$ cat src/design/bdm_pkg.sv
`timescale 1ns / 1ps
// ----------------------------------------------------------------------------
// bdm_pkg
// Shared types and constants of the binary disk morphology unit.
// ----------------------------------------------------------------------------
package bdm_pkg;

  // Default sizes of the mark grid and the largest disk radius in cells
  localparam int DEF_MAX_ROWS   = 64;
  localparam int DEF_MAX_COLS   = 64;
  localparam int DEF_MAX_RADIUS = 15;

  // Item kinds
  localparam logic [1:0] KIND_LOAD = 2'd0;
  localparam logic [1:0] KIND_RUN  = 2'd1;
  localparam logic [1:0] KIND_READ = 2'd2;

  // Register indexes
  localparam int          CFG_IDX_W  = 3;
  localparam int          CFG_DATA_W = 9;
  localparam logic [2:0]  REG_ROWS   = 3'd0;
  localparam logic [2:0]  REG_COLS   = 3'd1;
  localparam logic [2:0]  REG_RADIUS = 3'd2;
  localparam logic [2:0]  REG_GROW   = 3'd3;

  // Register reset values
  localparam logic [6:0] RST_ROWS   = 7'd64;
  localparam logic [6:0] RST_COLS   = 7'd64;
  localparam logic [8:0] RST_RADIUS = 9'd16;
  localparam logic       RST_GROW   = 1'b1;

  typedef struct packed {
    logic [1:0] kind;
    logic [5:0] cell_row;
    logic [5:0] cell_col;
    logic       mark_in;
  } bdm_in_t;

  typedef struct packed {
    logic mark_out;
    logic status;
  } bdm_out_t;

  // Commands from the controller to the datapath
  typedef struct packed {
    logic clr_step;     // clear one mark entry, advance the clear counter
    logic item_acc;     // transaction accepted on the input channel
    logic out_mem;      // post the registered mark read as a result
    logic out_run;      // post the result of a finished run
    logic run_start;    // latch mode and radius, rewind the cell counters
    logic snap_mark_rd; // read the mark at the current cell
    logic snap_wr;      // write the snapshot bit of the current cell
    logic cell_rd;      // read the snapshot at the current cell, rewind the disk walk
    logic cell_adv;     // step to the next cell, wrapping at the end
    logic disk_rd;      // read the snapshot at the current disk corner
    logic q_adv;        // next corner
    logic j_adv;        // next column offset
    logic i_adv;        // next row offset
    logic hit_wr;       // write the mode into the mark of the current cell
  } bdm_cmd_t;

  // Status from the datapath to the controller
  typedef struct packed {
    logic out_free;
    logic kind_run;
    logic read_hit;
    logic clr_last;
    logic cell_last;
    logic run_skip;
    logic snap_bit;
    logic in_disk;
    logic q_last;
    logic i_last;
  } bdm_stat_t;

endpackage

$ cat src/design/bdm_ctrl.sv
`timescale 1ns / 1ps
// ----------------------------------------------------------------------------
// bdm_ctrl
// Sequencer of the morphology unit: clearing pass, item handling and the
// snapshot and disk walks of a run.
// ----------------------------------------------------------------------------
module bdm_ctrl import bdm_pkg::*; (
  input  logic      clk,
  input  logic      rst,
  input  logic      in_valid,
  output logic      in_ready,
  input  bdm_stat_t stat,
  output bdm_cmd_t  cmd
);

  typedef enum logic [3:0] {
    S_CLR, S_IDLE, S_RDOUT, S_SNAP_RD, S_SNAP_WR, S_CELL_RD, S_CELL_CHK,
    S_DISK_TEST, S_DISK_CHK, S_DONE
  } state_t;

  state_t state, state_next;

  assign in_ready = (state == S_IDLE) && stat.out_free;

  // Decode commands and next state
  always_comb begin
    cmd        = '0;
    state_next = state;
    unique case (state)
      S_CLR: begin
        cmd.clr_step = 1'b1;
        if (stat.clr_last) state_next = S_IDLE;
      end
      S_IDLE: begin
        if (in_valid && in_ready) begin
          cmd.item_acc = 1'b1;
          if (stat.kind_run) begin
            cmd.run_start = 1'b1;
            state_next    = S_SNAP_RD;
          end else if (stat.read_hit) begin
            state_next = S_RDOUT;
          end
        end
      end
      S_RDOUT: begin
        cmd.out_mem = 1'b1;
        state_next  = S_IDLE;
      end
      S_SNAP_RD: begin
        cmd.snap_mark_rd = 1'b1;
        state_next       = S_SNAP_WR;
      end
      S_SNAP_WR: begin
        cmd.snap_wr  = 1'b1;
        cmd.cell_adv = 1'b1;
        if (!stat.cell_last) state_next = S_SNAP_RD;
        else if (stat.run_skip) state_next = S_DONE;
        else state_next = S_CELL_RD;
      end
      S_CELL_RD: begin
        cmd.cell_rd = 1'b1;
        state_next  = S_CELL_CHK;
      end
      S_CELL_CHK: begin
        if (stat.snap_bit) begin
          state_next = S_DISK_TEST;
        end else begin
          cmd.cell_adv = 1'b1;
          state_next   = stat.cell_last ? S_DONE : S_CELL_RD;
        end
      end
      S_DISK_TEST: begin
        if (stat.in_disk) begin
          cmd.disk_rd = 1'b1;
          state_next  = S_DISK_CHK;
        end else if (stat.i_last) begin
          cmd.cell_adv = 1'b1;
          state_next   = stat.cell_last ? S_DONE : S_CELL_RD;
        end else begin
          cmd.i_adv = 1'b1;
        end
      end
      S_DISK_CHK: begin
        if (!stat.snap_bit) begin
          cmd.hit_wr   = 1'b1;
          cmd.cell_adv = 1'b1;
          state_next   = stat.cell_last ? S_DONE : S_CELL_RD;
        end else if (stat.q_last) begin
          cmd.j_adv  = 1'b1;
          state_next = S_DISK_TEST;
        end else begin
          cmd.q_adv  = 1'b1;
          state_next = S_DISK_TEST;
        end
      end
      S_DONE: begin
        cmd.out_run = 1'b1;
        state_next  = S_IDLE;
      end
      default: state_next = S_IDLE;
    endcase
  end

  // Hold state
  always_ff @(posedge clk) begin
    if (rst) state <= S_CLR;
    else state <= state_next;
  end

endmodule

$ cat config.mk
export PLATFORM = sky130hd
export DESIGN_NAME = bdm_ctrl
export DESIGN_NICKNAME = d
export VERILOG_FILES = /design/src/design/bdm_pkg.sv /design/src/design/bdm_ctrl.sv
export SDC_FILE = /design/constraint.sdc
export NUM_CORES = 1
export LEC_CHECK = 0
export BUFFER_PORTS_ARGS = -buffer_cell sky130_fd_sc_hd__buf_2
export CORE_AREA = 2 2 39 41
export DETAILED_ROUTE_END_ITERATION = 12
export DIE_AREA = 0 0 41 43
export GPL_TIMING_DRIVEN = 0
export PLACE_DENSITY = 0.68
export SYNTH_ARGS = -nofsm -noshare
export SYNTH_HDL_FRONTEND = slang
export SYNTH_SLANG_ARGS = --single-unit
$ cat constraint.sdc
create_clock -name clk -period 1.5 [get_ports clk]
set_input_delay 0.15 -clock clk [delete_from_list [all_inputs] [get_ports clk]]
set_output_delay 0.15 -clock clk [all_outputs]
set_load 0.02 [all_outputs]
Yosys cells after proc, flatten, opt, wreduce, memory -nomap -nowiden
Cells that the tools add are included.

Bits in registers: 4. Logic and storage cells: 55.

Eq/ne operators: 13. Multiplexer cells: 36. Reduce and logical (&&, ||, !) cells: 5.

Operator list (number): 4-bit 2-to-1 mux (10); 4-bit one-hot mux with 7 select lines (1); 1-bit 2-to-1 mux (22); 4-bit by 3-bit == test with 1-bit output, second input constant (4); 4-bit by 2-bit == test with 1-bit output, second input constant (2); 4-bit == test, second input constant (2); 3-bit inequality test, second input constant (2); 4-bit by 1-bit == test with 1-bit output, second input constant (1); 4-bit logical NOT (1); 2-bit 2-to-1 mux (2); 4-bit AND reduction (1); 1-bit one-hot mux with 3 select lines (1); 1-bit logical AND (2); 2-bit by 1-bit inequality test with 1-bit output, second input constant (1); 2-bit inequality test, second input constant (1); 2-bit OR reduction (1).

Logic depth before layout (Yosys ltp)
Gate-level depths: netlist of the first run.

Word-level depth: 5. Gate-level depth with buffers: 5. Gate-level depth less buffers: 4.

Worst setup path after synthesis of the first run
Ideal clock, no wire load.

Path type: register -> register. Start: register state[3]. End: register state[0]. Arrival time: 1491 ps. Data required time: 1381 ps. Setup slack: -110 ps. Stages on the path, launching flop included: 5. Path buffers: 1. Period minus slack after synthesis: 1610 ps. Cell sequence: dfxtp_1 > buf_6 > nor4_1 > a21o_1 > nor2_1.

Longest elaborated chain between the ends: 5. Elaborated cells on any way between the ends: 17. Classes of those cells: eq/ne: 11; mux: 1; reduce/logical: 5.

Ends and longest elaborated chain: start, declared (RTL line bdm_ctrl.sv:21) `state_t state, state_next;`; start signal, assigned (RTL line bdm_ctrl.sv:107) `else state <= state_next;`; 4-bit by 1-bit == test with 1-bit output (RTL line bdm_ctrl.sv:23, bdm_ctrl.sv:29); 1-bit logical AND (RTL line bdm_ctrl.sv:23) `assign in_ready = (state == S_IDLE) && stat.out_free;`; 1-bit logical AND (RTL line bdm_ctrl.sv:35) `if (in_valid && in_ready) begin`; 2-bit by 1-bit inequality test with 1-bit output (no line); 4-bit AND reduction (no line).

Several ways; a longest one is shown, not always the timed one. A chain may end at the register's enable or synchronous reset.

==> flow_summary.ini, run 1 <==
[power]
switchingPower_w = 0.000160
p_leak_nw = 0.464
pwr-share-seq_pct = 26.7
power_density_mw_per_mm2 = 477
switching_share_pct = 35.4
internal-power_w = 0.000292
p_total_w = 0.000451
clock_power_share_pct = 31.3
ir_worst_vdd_mv = 0.456
p_comb_share_pct = 42.0

[worst_setup_path]
crit_slowest_cell = or3b_4
crit_required_ns = 1.35
r2r-start = state[3]
reg2reg_depth = 7
cpPeakStageDelay_ns = 0.37
crit_type = reg2out
critical_path_arrival_ns = 1.45
critPathLaunch = state[3]
worst_setup_path_end_kind = primary output
startpoint_type = flip-flop
cpMostUsedCell = buf_6
path_max_fanout = 4
path_cells = buf_6 > or3b_4 > a21oi_2 > o21ai_1 > nand2_1 > buf_6

[timing]
max_freq_mhz = 624
slew_headroom_pct = 73.8
rsz0062_at_grt = yes
setup_viol = 8
tightest_slew_ns = 0.391
clock_skew_ns = 0.0110
hold_violations = 0
period_share_pct = 107
final.min_clock_period_ns = 1.60
slew_violations = 0
setup_slack_ns = -0.103
whs_ns = 0.206

[global_route]
grt_pass1_wl_microns = 2820
grt_usage_pct = 23.3
grt_max_degree = 11
overflow = 0
grt_antenna_before_repair = 0
grt_pass1_vias = 693

[yosys]
synthArstFlopShare_pct = 0
synth-edff-count = 0
synth_area_per_cell_sq_um = 7.04
synth_area_sq_um = 514
synthFlopType = dfxtp_1
yosys_register_bits = 4
netlist_instances = 73
ys_types = 34
yosys_warnings = 0
syn-num-nets = 86
seq_area_frac_synth_pct = 15.6

[clock_tree]
insertion_delay_ns = 0.25
cts_hold_buf = 0
cts_tree = done
clockRootBuffer = clkbuf_4
cts.htree.levels = 1
cts.path.max_buffers = 2
clk_pin_slew_worst_paths_ns = 0.04
cts_buffers = 3
cts_sinks = 4

[placed_design]
gp_congestion = 0.838
port-buffer-count = 27
post_dp_cell_area_sq_um = 684
dp_hpwl_microns = 1110

[die]
initial_core_util_pct = 37.2
coreArea_sq_mm = 0.00138
die_y_microns = 43
pin_count = 28
rows = 14
die_w_microns = 41
dieArea_sq_mm = 0.00176

[layout]
diodes = 0
syn_to_final_growth_pct = 83.9
post-route-util_pct = 68.4
largestRegisters = state x4
nNetsFinal = 131
largest-register = state
largest_register_ffs = 4
drive_above_1_share_pct = 59.5
fin_area_sq_um = 946

[run_status]
failed_checks = setup timing
outcome = finished, violations left

[detailed_routing]
dr_total_vias = 770
drt-initial-drc-count = 19
wl_per_cell_microns = 15.1
route.detailed.drc = 0
avgViaCountPerCell = 5.83
drtAntennaViolNets = 0
dr.pass1.iters = 4
wl_microns = 1990

[min_path]
holdCritStartpoint = rst
hp-class = in2reg
holdPathStages = 3

[flow_run]
drv_cap = 0
## cell usage after synthesis (all sizes together) (2+ instances only)
| master | instances | area (sq um) |
|---|---|---|
| nor4 | 2 | 18.8 |
| nor2b | 2 | 12.5 |
| nor2 | 10 | 37.5 |
| buf | 4 | 32.5 |
| a21o | 2 | 15.0 |
| a2111oi | 2 | 23.8 |
| and2 | 4 | 25.0 |
| nand2 | 5 | 18.8 |
| nand2b | 4 | 25.0 |
| dfxtp | 4 | 80.1 |
| inv | 5 | 18.8 |
| and3 | 2 | 12.5 |
| nor3 | 4 | 20.0 |
| a21oi | 6 | 30.0 |
## worst max-delay path, delay by kind of cell (launching register included)
kind | cells | cell delay (ns)
AOI/OAI and AO/OA | 2 | 0.19
buffers and inverters | 2 | 0.22
DFF | 1 | 0.34
and+or+nand+nor | 2 | 0.45
## final timing paths
kind,slack [ns],endpoint
worst max-delay path,-0.10,cmd[5]
worst min-delay path,0.21,state[1]
worst max register to register,-0.05,state[2]
worst min register to register,0.76,state[3]
## power groups by stage
stage	clock network [W]	logic [W]	registers, W
2_1_floorplan	0	0.0000881	0.000117
3_3_place_gp	0	0.000135	0.000118
3_5_place_dp	0	0.000136	0.000118
4_1_cts	0.000143	0.000169	0.000119
5_1_grt	0.000150	0.000202	0.000121
6_report	0.000141	0.000190	0.000121
## layout by cell type, fill, tap and decap left out, types with 2 or more instances in the layout
cell / netlist / routed
and2_1: 4 / 2
inv_2: 0 / 2
buf_2: 2 / 18
inv_1: 5 / 3
buf_4: 0 / 16
nor4_4: 0 / 2
buf_6: 2 / 10
and2_4: 0 / 2
dfxtp_2: 0 / 4
nor2b_1: 2 / 2
a21o_1: 2 / 2
and3_4: 0 / 2
nand2b_4: 0 / 2
a21oi_1: 6 / 5
clkbuf_4: 0 / 3
nor2_1: 10 / 8
nor3_1: 4 / 4
nand2_1: 5 / 4
## stage by stage
step	setup TNS, ns	setup slack [ns]	std cells
after global placement	-0.0186	-0.0186	116
after CTS	-0.247	-0.0857	131
after global routing	-0.786	-0.139	132
final	-0.557	-0.103	132
after detailed placement	-0.0379	-0.0379	116
after floorplan	0	0.0802	73
## metal layers
metal	part of all wire (%)	global-route usage (%)
met4	2.3	8.67
met1	40	25.7
met3	4.7	6.81
met5	0	0
met2	52	39.4
## layout make-up
type,count,area [sq um]
inverters,5,18.8
repair buffers,40,282
well taps,16,20.0
plain buffers,4,41.3
fillers,110,438
flip-flops and latches,4,85.1
multi-input cells,60,477
clock buffers,3,22.5
## repair_timing
item	CTS	global route
setup buffers	12	1
pin swaps	6	6
endpoints found under the setup margin	7	13
gates resized for setup	30	14
## cell families (layout without fill, tap and decap cells)
family | Yosys count | in the layout | share of synthesized area (%)
flip-flops | 4 | 4 | 15.6
multiplexers | 1 | 1 | 1.95
buffers and inverters | 9 | 52 | 9.98
AO/OA/AOI/OAI | 18 | 18 | 26.8
AND/OR/NAND/NOR | 41 | 41 | 45.7
No activity file was read; power rests on OpenSTA's default activity.
==> run 2, diff against run 1 <==
RECOVER_POWER = 25   (was not set)
==> flow_summary.ini, run 2 (synthesis results as in run 1) <==
[timing]
setup_viol = 8
setup_slack_ns = -0.103
fin_setup_tns_ns = -0.557
clock_skew_ns = 0.0110
slew_violations = 0
slew_headroom_pct = 73.8
max_freq_mhz = 624
tightest_slew_ns = 0.391
rsz0062_at_grt = yes
period_share_pct = 107
final.min_clock_period_ns = 1.60
hold_violations = 0

[worst_setup_path]
worst_setup_path_end_kind = primary output
cpPeakStageDelay_ns = 0.37
crit_slowest_cell = or3b_4
startpoint_type = flip-flop
path_max_fanout = 4
cpMostUsedCell = buf_6
crit_required_ns = 1.35
crit_type = reg2out
path_cells = buf_6 > or3b_4 > a21oi_2 > o21ai_1 > nand2_1 > buf_6
critical_path_arrival_ns = 1.45

[layout]
largestRegisters = state x4
final_common_cell = buf_2
drive_above_1_share_pct = 59.5
largest_register_ffs = 4
nNetsFinal = 131
largest-register = state
fin_area_sq_um = 946
final_cell_mix = buf_2 (17), buf_4 (16), buf_6 (10)
diodes = 0
syn_to_final_growth_pct = 83.9

[power]
pwr-share-seq_pct = 26.7
p_leak_nw = 0.463
power_density_mw_per_mm2 = 477
switchingPower_w = 0.000160
switching_share_pct = 35.4
p_comb_share_pct = 42.0
clock_power_share_pct = 31.3
ir_worst_vdd_mv = 0.456
internal-power_w = 0.000292

[die]
dieArea_sq_mm = 0.00176
rows = 14
coreArea_sq_mm = 0.00138
die_w_microns = 41
initial_core_util_pct = 37.2
die_y_microns = 43
pin_count = 28

[placed_design]
dp_hpwl_microns = 1110
post_dp_cell_area_sq_um = 684
gp_congestion = 0.838
port-buffer-count = 27

[run_status]
failed_checks = setup timing
outcome = finished, violations left

[flow_run]
drv_cap = 0

[clock_tree]
cts_sinks = 4
insertion_delay_ns = 0.25
cts.htree.levels = 1
cts_hold_buf = 0
cts.path.max_buffers = 2
clk_pin_slew_worst_paths_ns = 0.04
cts_buffers = 3
clockRootBuffer = clkbuf_4
cts_tree = done

[min_path]
hp-class = in2reg

[detailed_routing]
wl_microns = 1990
avgViaCountPerCell = 5.83
wl_per_cell_microns = 15.0
drt-initial-drc-count = 19
route.detailed.drc = 0
drtAntennaViolNets = 0
dr.pass1.iters = 4
dr_total_vias = 770

[global_route]
grt_pass1_vias = 693
grt_usage_pct = 23.3
grt_pass1_wl_microns = 2820
grt_antenna_before_repair = 0
grt_max_degree = 11
overflow = 0
[run 2: final cells by class]
class                           instances  area (sq um)
Multi-Input combinational cell         60           477
Timing Repair Buffer                   40           282
Inverter                                5          18.8
Sequential cell                         4          85.1
Buffer                                  4          41.3
Tap cell                               16          20.0
Clock buffer                            3          22.5
Fill cell                             110           438
[run 2: per-stage QoR]
step                utilization, %  hold slack (ns)  std cells  power (W)  setup WS (ns)
finish                        68.4            0.206        132   0.000451         -0.103
global route                  68.4            0.223        132   0.000473         -0.139
CTS                           64.9            0.192        131   0.000430        -0.0857
detailed placement            49.5            0.452        116   0.000255        -0.0379
global placement              49.5            0.445        116   0.000253        -0.0186
floorplan                        -            0.317         73   0.000205         0.0802
[run 2: power by group through the flow]
| stage | Clock (W) | Combinational, W | Sequential [W] |
|---|---|---|---|
| floorplan | 0 | 0.0000881 | 0.000117 |
| global placement | 0 | 0.000135 | 0.000118 |
| detailed placement | 0 | 0.000136 | 0.000118 |
| CTS | 0.000143 | 0.000169 | 0.000119 |
| global route | 0.000150 | 0.000202 | 0.000121 |
| finish | 0.000141 | 0.000190 | 0.000121 |
[run 2: worst paths after layout]
check	startpoint	end	slack, ns	cells past startpoint
worst max-delay path	state[3]	cmd[5]	-0.10	6
worst min-delay path	rst	state[1]	0.21	3
worst min register to register	state[2]	state[3]	0.76	4
worst max register to register	state[3]	state[2]	-0.05	7
[run 2: what timing repair did]
item	in CTS	in global routing
endpoints found under the setup margin	7	13
pin swaps	6	6
resized for setup	30	14
gates cloned	0	0
setup buffers	12	1
[run 2: metal layers]
layer  part of all wire [%]  global-route usage [%]  vias up
met5                      0                       0        -
met4                    2.3                    8.67        0
met3                    4.7                    6.81       16
met2                     52                    39.4       45
met1                     40                    25.7      359
li1                       -                       -      350
[run 2: worst max-delay path: cells and delay by family, from the launching register on]
family                 cells  cell delay (ns)
and+or+nand+nor            2             0.45
DFF                        1             0.34
buffers and inverters      2             0.22
AOI/OAI and AO/OA          2             0.19
==> run 3, diff against run 2 <==
PLACE_DENSITY = 0.71   (was 0.68)
TNS_END_PERCENT = 50   (was not set)
==> flow_summary.ini, run 3 (synthesis results as in run 1) <==
[power]
pwr-share-seq_pct = 27.4
switching_share_pct = 34.6
clock_power_share_pct = 32.0
ir_worst_vdd_mv = 0.514
p_leak_nw = 0.420
power_density_mw_per_mm2 = 504
p_comb_share_pct = 40.5
internal-power_w = 0.000281
switchingPower_w = 0.000148

[worst_setup_path]
critical_path_arrival_ns = 1.45
crit_required_ns = 1.35
crit_type = reg2out
reg2reg_depth = 5
path_max_fanout = 6
startpoint_type = flip-flop
worst_setup_path_end_kind = primary output

[layout]
nNetsFinal = 128
largest_register_ffs = 4
instances_no_fill = 129
syn_to_final_growth_pct = 65.7
final_cell_mix = buf_2 (21), buf_4 (12), nor2_1 (9)
drive_above_1_share_pct = 52.2
largestRegisters = state x4
post-route-util_pct = 61.6
diodes = 0
largest-register = state
n_fill_cell = 133
final_common_cell = buf_2

[detailed_routing]
wl_per_cell_microns = 13.5
dr_total_vias = 719
route.detailed.drc = 0
drt-initial-drc-count = 19
wl_microns = 1740
drtAntennaViolNets = 0
avgViaCountPerCell = 5.57
dr.pass1.iters = 4

[timing]
slew_violations = 0
fin_setup_tns_ns = -0.259
max_freq_mhz = 627
setup_slack_ns = -0.0955
period_share_pct = 106
hold_violations = 0
tightest_slew_ns = 0.421
setup_viol = 5
rsz0062_at_grt = yes
clock_skew_ns = 0.0117
final.min_clock_period_ns = 1.60
slew_headroom_pct = 71.2

[clock_tree]
cts.htree.levels = 1
cts_tree = done
cts.path.max_buffers = 2
cts_buffers = 3
clockRootBuffer = clkbuf_4
cts_sinks = 4
insertion_delay_ns = 0.24
clk_pin_slew_worst_paths_ns = 0.04
cts_hold_buf = 0

[placed_design]
gp_congestion = 0.816
port-buffer-count = 27
placedCellCount = 116
dp_hpwl_microns = 1100

[run_status]
failed_checks = setup timing
outcome = finished, violations left

[min_path]
holdPathStages = 3
hp-class = in2reg

[die]
dieArea_sq_mm = 0.00176
die_y_microns = 43
rows = 14
die_w_microns = 41
pin_count = 28
initial_core_util_pct = 37.2
coreArea_sq_mm = 0.00138

[global_route]
grt_max_degree = 11
grt_pass1_wl_microns = 2500
grt_antenna_before_repair = 0
grt_pass1_vias = 663
overflow = 0
grt_usage_pct = 20.0

[flow_run]
drv_cap = 0
==> run 3: cell count changes in the layout (fill, tap and decap cells not counted), sizes merged <==
cell / change
buf: -3
==> run 3: cell type report <==
class	instances	area, sq um	area share (%)
multi-input combinational	60	428	50.2
timing repair buffer	37	239	28.0
sequential	4	85.1	9.99
buffer	4	38.8	4.55
clock buffer	3	22.5	2.64
tap	16	20.0	2.35
inverter	5	18.8	2.20
==> run 3: worst max-delay path, cell delays in order, from the launching register on <==
cell,delay [ns]
dfxtp_2,0.32
buf_6,0.13
or3b_4,0.37
a21oi_2,0.12
o21ai_1,0.07
nand2_1,0.08
buf_6,0.12
==> run 3: final timing paths <==
path	from	endpoint	slack [ns]
setup reg to reg	state[3]	state[3]	0.02
setup / recovery	state[2]	cmd[5]	-0.1
hold / removal	rst	state[2]	0.19
hold reg to reg	state[0]	state[3]	0.67
==> run 3: layer usage <==
metal  vias to the layer above  global-route usage (%)  routed length (microns)
li1                        346                       -                        -
met1                       347                    20.6                      693
met2                        23                    36.6                      944
met3                         3                    5.76                       85
met4                         0                    4.67                       12
met5                         -                       0                        0
==> run 3: power groups by stage <==
stage | clock network, W | registers, W | logic (W)
final | 0.000138 | 0.000118 | 0.000174
after CTS | 0.000142 | 0.000117 | 0.000149
after global routing | 0.000151 | 0.000119 | 0.000186
after global placement | 0 | 0.000118 | 0.000132
after floorplan | 0 | 0.000117 | 0.0000874
after detailed placement | 0 | 0.000118 | 0.000135
==> run 3: through the flow <==
stage          power, W  area [sq um]  hold slack, ns  setup WS (ns)
4_1_cts        0.000408           800           0.182        -0.0752
3_5_place_dp   0.000253           676           0.446        -0.0194
3_3_place_gp   0.000251           676           0.440        -0.0157
5_1_grt        0.000456           852           0.193         -0.139
6_report       0.000430           852           0.191        -0.0955
2_1_floorplan  0.000204           520           0.317        -0.0659
==> run 3: repair_timing <==
item | in CTS | in global routing
pin swaps | 6 | 5
gates cloned | 0 | 1
setup buffers | 6 | 3
gates resized for setup | 18 | 11
setup endpoints to repair | 7 | 10
